File: src/bfse_pkg.sv
package bfse_pkg;

    localparam int TAPE_DEPTH_DEF = 32768;
    localparam int PROG_DEPTH_DEF = 4096;
    localparam int NPC_W          = 13;
    localparam int ERR_W          = 3;

    localparam logic [7:0] CH_RIGHT = 8'h3E;
    localparam logic [7:0] CH_LEFT  = 8'h3C;
    localparam logic [7:0] CH_INC   = 8'h2B;
    localparam logic [7:0] CH_DEC   = 8'h2D;
    localparam logic [7:0] CH_OUT   = 8'h2E;
    localparam logic [7:0] CH_IN    = 8'h2C;
    localparam logic [7:0] CH_OPEN  = 8'h5B;
    localparam logic [7:0] CH_CLOSE = 8'h5D;

    localparam logic [ERR_W-1:0] ERR_NONE  = 3'd0;
    localparam logic [ERR_W-1:0] ERR_OVF   = 3'd1;
    localparam logic [ERR_W-1:0] ERR_UNF   = 3'd2;
    localparam logic [ERR_W-1:0] ERR_OPEN  = 3'd3;
    localparam logic [ERR_W-1:0] ERR_CLOSE = 3'd4;

    typedef enum logic [3:0] {
        OP_NOP,
        OP_RIGHT,
        OP_LEFT,
        OP_INC,
        OP_DEC,
        OP_OUT,
        OP_IN,
        OP_OPEN,
        OP_CLOSE
    } op_t;

    typedef struct packed {
        logic clear_wr;
        logic load;
        logic step_start;
        logic exec_plain;
        logic exec_halted;
        logic scan_start;
        logic scan_step;
        logic scan_found;
        logic scan_fail;
        logic fwd;
    } cmd_t;

    typedef struct packed {
        logic clear_last;
        logic halted;
        logic out_free;
        op_t  op;
        logic cell_zero;
        logic fwd_more;
        logic bwd_more;
        logic hit;
    } status_t;

    function automatic op_t decode_op(input logic [7:0] ch);
        op_t op;
        unique case (ch)
            CH_RIGHT: op = OP_RIGHT;
            CH_LEFT:  op = OP_LEFT;
            CH_INC:   op = OP_INC;
            CH_DEC:   op = OP_DEC;
            CH_OUT:   op = OP_OUT;
            CH_IN:    op = OP_IN;
            CH_OPEN:  op = OP_OPEN;
            CH_CLOSE: op = OP_CLOSE;
            default:  op = OP_NOP;
        endcase
        return op;
    endfunction

endpackage

File: src/bfse_ctrl.sv
module bfse_ctrl (
    input  logic              clk,
    input  logic              rst_n,
    input  logic              s_tvalid,
    input  logic              s_tuser,
    output logic              s_tready,
    input  bfse_pkg::status_t status,
    output bfse_pkg::cmd_t    cmd
);

    typedef enum logic [4:0] {
        ST_CLEAR = 5'b00001,
        ST_IDLE  = 5'b00010,
        ST_EXEC  = 5'b00100,
        ST_SCANF = 5'b01000,
        ST_SCANB = 5'b10000
    } state_t;

    state_t state_reg;
    state_t state_next;

    always_ff @(posedge clk or negedge rst_n)
    begin
        if (!rst_n)
        begin
            state_reg <= ST_CLEAR;
        end
        else
        begin
            state_reg <= state_next;
        end
    end

    always_comb
    begin
        state_next = state_reg;
        cmd        = '0;
        s_tready   = 1'b0;
        unique case (state_reg) inside
            ST_CLEAR:
            begin
                cmd.clear_wr = 1'b1;
                if (status.clear_last)
                begin
                    state_next = ST_IDLE;
                end
            end
            ST_IDLE:
            begin
                s_tready = 1'b1;
                if (s_tvalid)
                begin
                    if (s_tuser)
                    begin
                        cmd.step_start = 1'b1;
                        state_next     = ST_EXEC;
                    end
                    else
                    begin
                        cmd.load = 1'b1;
                    end
                end
            end
            ST_EXEC:
            begin
                if (status.halted)
                begin
                    if (status.out_free)
                    begin
                        cmd.exec_halted = 1'b1;
                        state_next      = ST_IDLE;
                    end
                end
                else if (status.op == bfse_pkg::OP_OPEN && status.cell_zero)
                begin
                    cmd.fwd = 1'b1;
                    if (status.fwd_more)
                    begin
                        cmd.scan_start = 1'b1;
                        state_next     = ST_SCANF;
                    end
                    else if (status.out_free)
                    begin
                        cmd.scan_fail = 1'b1;
                        state_next    = ST_IDLE;
                    end
                end
                else if (status.op == bfse_pkg::OP_CLOSE && !status.cell_zero)
                begin
                    if (status.bwd_more)
                    begin
                        cmd.scan_start = 1'b1;
                        state_next     = ST_SCANB;
                    end
                    else if (status.out_free)
                    begin
                        cmd.scan_fail = 1'b1;
                        state_next    = ST_IDLE;
                    end
                end
                else if (status.out_free)
                begin
                    cmd.exec_plain = 1'b1;
                    state_next     = ST_IDLE;
                end
            end
            ST_SCANF, ST_SCANB:
            begin
                cmd.fwd = (state_reg == ST_SCANF);
                if (status.hit)
                begin
                    if (status.out_free)
                    begin
                        cmd.scan_found = 1'b1;
                        state_next     = ST_IDLE;
                    end
                end
                else if (cmd.fwd ? status.fwd_more : status.bwd_more)
                begin
                    cmd.scan_step = 1'b1;
                end
                else if (status.out_free)
                begin
                    cmd.scan_fail = 1'b1;
                    state_next    = ST_IDLE;
                end
            end
            default:
            begin
                state_next = ST_CLEAR;
            end
        endcase
    end

endmodule

File: config.mk
export PLATFORM = sky130hd
export DESIGN_NAME = bfse_ctrl
export DESIGN_NICKNAME = d
export VERILOG_FILES = /design/src/bfse_pkg.sv /design/src/bfse_ctrl.sv
export SDC_FILE = /design/constraint.sdc
export NUM_CORES = 1
export LEC_CHECK = 0
export BUFFER_PORTS_ARGS = -buffer_cell sky130_fd_sc_hd__buf_2
export CAP_MARGIN = 15
export CORE_UTILIZATION = 38
export CTS_CLUSTER_DIAMETER = 120
export CTS_CLUSTER_SIZE = 20
export DETAILED_ROUTE_END_ITERATION = 8
export PLACE_DENSITY = 0.69
export SLEW_MARGIN = 5
export SYNTH_ARGS = -nofsm -noshare
export SYNTH_HDL_FRONTEND = slang
export SYNTH_SLANG_ARGS = --single-unit
File: constraint.sdc
create_clock -name clk -period 2.1 [get_ports clk]
set_clock_uncertainty 0.1 [all_clocks]
set_input_delay 0.42 -clock clk [delete_from_list [all_inputs] [get_ports clk]]
set_output_delay 0.42 -clock clk [all_outputs]
set_load 0.005 [all_outputs]
==> results.yml <==
global_routing:
  grt_first_pass_wirelength_um: 2880
  grt-ovfl-total: 0
  grt_usage_pct: 26.3
  grt_pass1_vias: 743
  grt_antenna_before_repair: 0
  grt_max_degree: 10
logic_synthesis:
  syn-cell-area_sq_um: 579
  avgSynthCellArea_sq_um: 7.62
  synth_area_leaders: "dfrtp_1 17%, and3_1 7.6%, dfstp_2 4.5%, nor2_1 4.5%, nand2_1 3.9%"
  syn_inst: 76
  ys_seq_area_share_pct: 21.8
  yosysTopAreaCell: "dfrtp_1"
  synthDistinctLibCells: 38
  synth_seq_cells: 5
  syn-num-nets: 91
  ys.warnings.count: 0
  synth_top_area_share_pct: 17.3
timing:
  period_share_pct: 118
  post-route-min-period_ns: 2.47
  rsz0062_at_grt: "yes"
  tightest_slew_ns: 0.379
  drv_slew: 0
  whs_ns: 0.403
  hold_viol: 0
  setup_viol: 6
  fmax_ghz: 0.405
  worst_slack_ns: -0.368
  relSlewSlack_pct: 74.6
cells_and_area:
  diodes: 0
  layoutNonFillerInstCount: 139
  stdcell_area_sq_um: 972
  nNetsFinal: 140
  final_util_pct: 71.2
  largest_reg_flops: 5
  layout_commonest_cell: "buf_2"
  drive_gt1_share_pct: 50.0
  syn_to_final_growth_pct: 67.8
  most-common-layout-cells: "25 x buf_2, 16 x buf_4, 6 x nor2_1, 6 x and3_1, 6 x nand2_1"
place:
  dpl_cell_area_sq_um: 848
  dp_hpwl_um: 1450
  place_congestion: 0.803
  place.port_buffers: 25
  post-place-cells: 132
clocking:
  clk_path_buf_depth: 2
  h-tree-depth: 1
  cts_made_buffers: 3
  tritoncts: "done"
  root_buffer: "clkbuf_4"
  clkSinkCount: 5
  clk_latency_ns: 0.25
  clk_pin_slew_ns: 0.04
worst_setup_path:
  end_kind: "output pin"
  path_cells: "or4_4, or3_4, and3_4, o21a_1, buf_2"
  ff2ff_setup_slack_ns: 0.08
  r2r_start: "state_reg[0]"
  crit_slowest_cell: "or4_4"
  r2r-end: "state_reg[4]"
  crit_path_max_incr_delay_ns: 0.54
  worstSetupStartpointType: "flop"
  criticalPathCategory: "flop to output pin"
  cp_max_fo: 3
  cp_data_arrival_time_ns: 1.95
  path_delay_family: "simple AND/OR/NAND/NOR gates"
  required_ns: 1.58
  path_buf_inv: 1
  reg2reg_depth: 6
status:
  violations: "setup timing"
  outcome: "finished with violations"
drt:
  routed-via-count: 791
  wl_per_cell_um: 13.5
  drc_errors: 0
  wl_um: 1880
  drt_pass1_iterations: 4
  drt-initial-drc-count: 15
  postRouteAntennaNets: 0
  avgViaCountPerCell: 5.69
run:
  cap_violations: 0
power_and_ir_drop:
  total_power_w: 0.000695
  ir_drop_v: 0.000417
  power_density_nw_per_um2: 715
  leakage_nw: 0.495
hold_path:
  min_path_cells: 3
  hold_class: "input pin to flop"
  hold_end: "state_reg[0]"
  hold_start: "status[10]"
floorplan:
  start_util_pct: 42.4
  rows: 13
  core_area_sq_um: 1370
  die_x_um: 41.0
  die_area_sq_um: 1680
  dieHeight_um: 41.0
  io_pins: 26
## cell type report
class / instances / area [sq um]
Clock buffer: 4 / 26.3
Fill cell: 113 / 394
Multi-Input combinational cell: 64 / 482
Timing Repair Buffer: 46 / 300
Tap cell: 15 / 18.8
Inverter: 5 / 18.8
Sequential cell: 5 / 126
## cell usage after synthesis
master / number
or4_4: 1
a31o_2: 1
or4b_1: 1
nand2_1: 6
and4b_1: 1
nor2_1: 7
or2_2: 1
and4_1: 1
nand3_1: 1
a21boi_2: 1
a21boi_0: 1
nor3_1: 4
and3_1: 7
or2b_1: 1
a31oi_1: 2
o21bai_1: 1
nor4_1: 3
nand4_1: 1
or3_4: 2
dfstp_2: 1
a211o_1: 1
nor4bb_1: 1
o211ai_1: 1
a21oi_1: 1
a221oi_1: 1
inv_1: 5
and2_1: 2
nor4b_1: 1
o21ai_0: 3
nor3b_1: 1
dfrtp_1: 4
buf_2: 2
o21a_1: 3
or3_1: 1
nand3b_1: 1
o2111a_1: 1
a22o_1: 1
xnor2_1: 2
## per-layer routing
layer,vias to the layer above,track usage (%),part of all wire (%)
li1,391,-,-
met1,357,28.4,41
met2,39,48.8,51
met3,4,6.52,6.0
met4,0,8.33,1.9
met5,-,0,0
## repair_timing
item,CTS,global route
hold endpoints to repair,4,0
hold buffers,1,0
setup buffers,1,2
pin swaps,8,2
endpoints found under the setup margin,7,9
resized for setup,13,4
## cells by family after synthesis
kind of cell	Yosys count	synth area share, %
compound gates	18	23.3
flops	5	21.8
xor+xnor	2	3.02
buf+inv	7	4.97
simple gates	44	46.9
## how the worst max path moves through the flow
stage / slack (ns) / startpoint / depth (start not counted) / endpoint
4_1_cts: -0.37 / state_reg[0] / 5 / cmd[1]
6_report: -0.37 / state_reg[0] / 5 / cmd[1]
3_5_place_dp: -0.26 / status[4] / 6 / cmd[1]
2_1_floorplan: -0.04 / state_reg[4] / 4 / cmd[1]
5_1_grt: -0.43 / state_reg[0] / 5 / cmd[1]
3_3_place_gp: -0.19 / status[4] / 6 / cmd[1]
## power by group
group          switching [W]  internal (W)  leakage, nW  total [W]
registers          0.0000124      0.000125       0.0651   0.000137
logic               0.000205      0.000236        0.415   0.000441
clock network      0.0000448     0.0000722       0.0150   0.000117
total               0.000262      0.000433        0.495   0.000695
## metrics by stage
step           TNS (ns)  setup WS [ns]
3_3_place_gp     -0.350         -0.185
2_1_floorplan   -0.0446        -0.0446
4_1_cts          -0.963         -0.369
6_report          -1.00         -0.368
5_1_grt           -1.43         -0.430
3_5_place_dp     -0.461         -0.262
## tightest hold or removal path: stages
cell,delay (ns)
buf_2,0.11
inv_1,0.05
a22o_1,0.13
(Power assumes the default switching activity.)
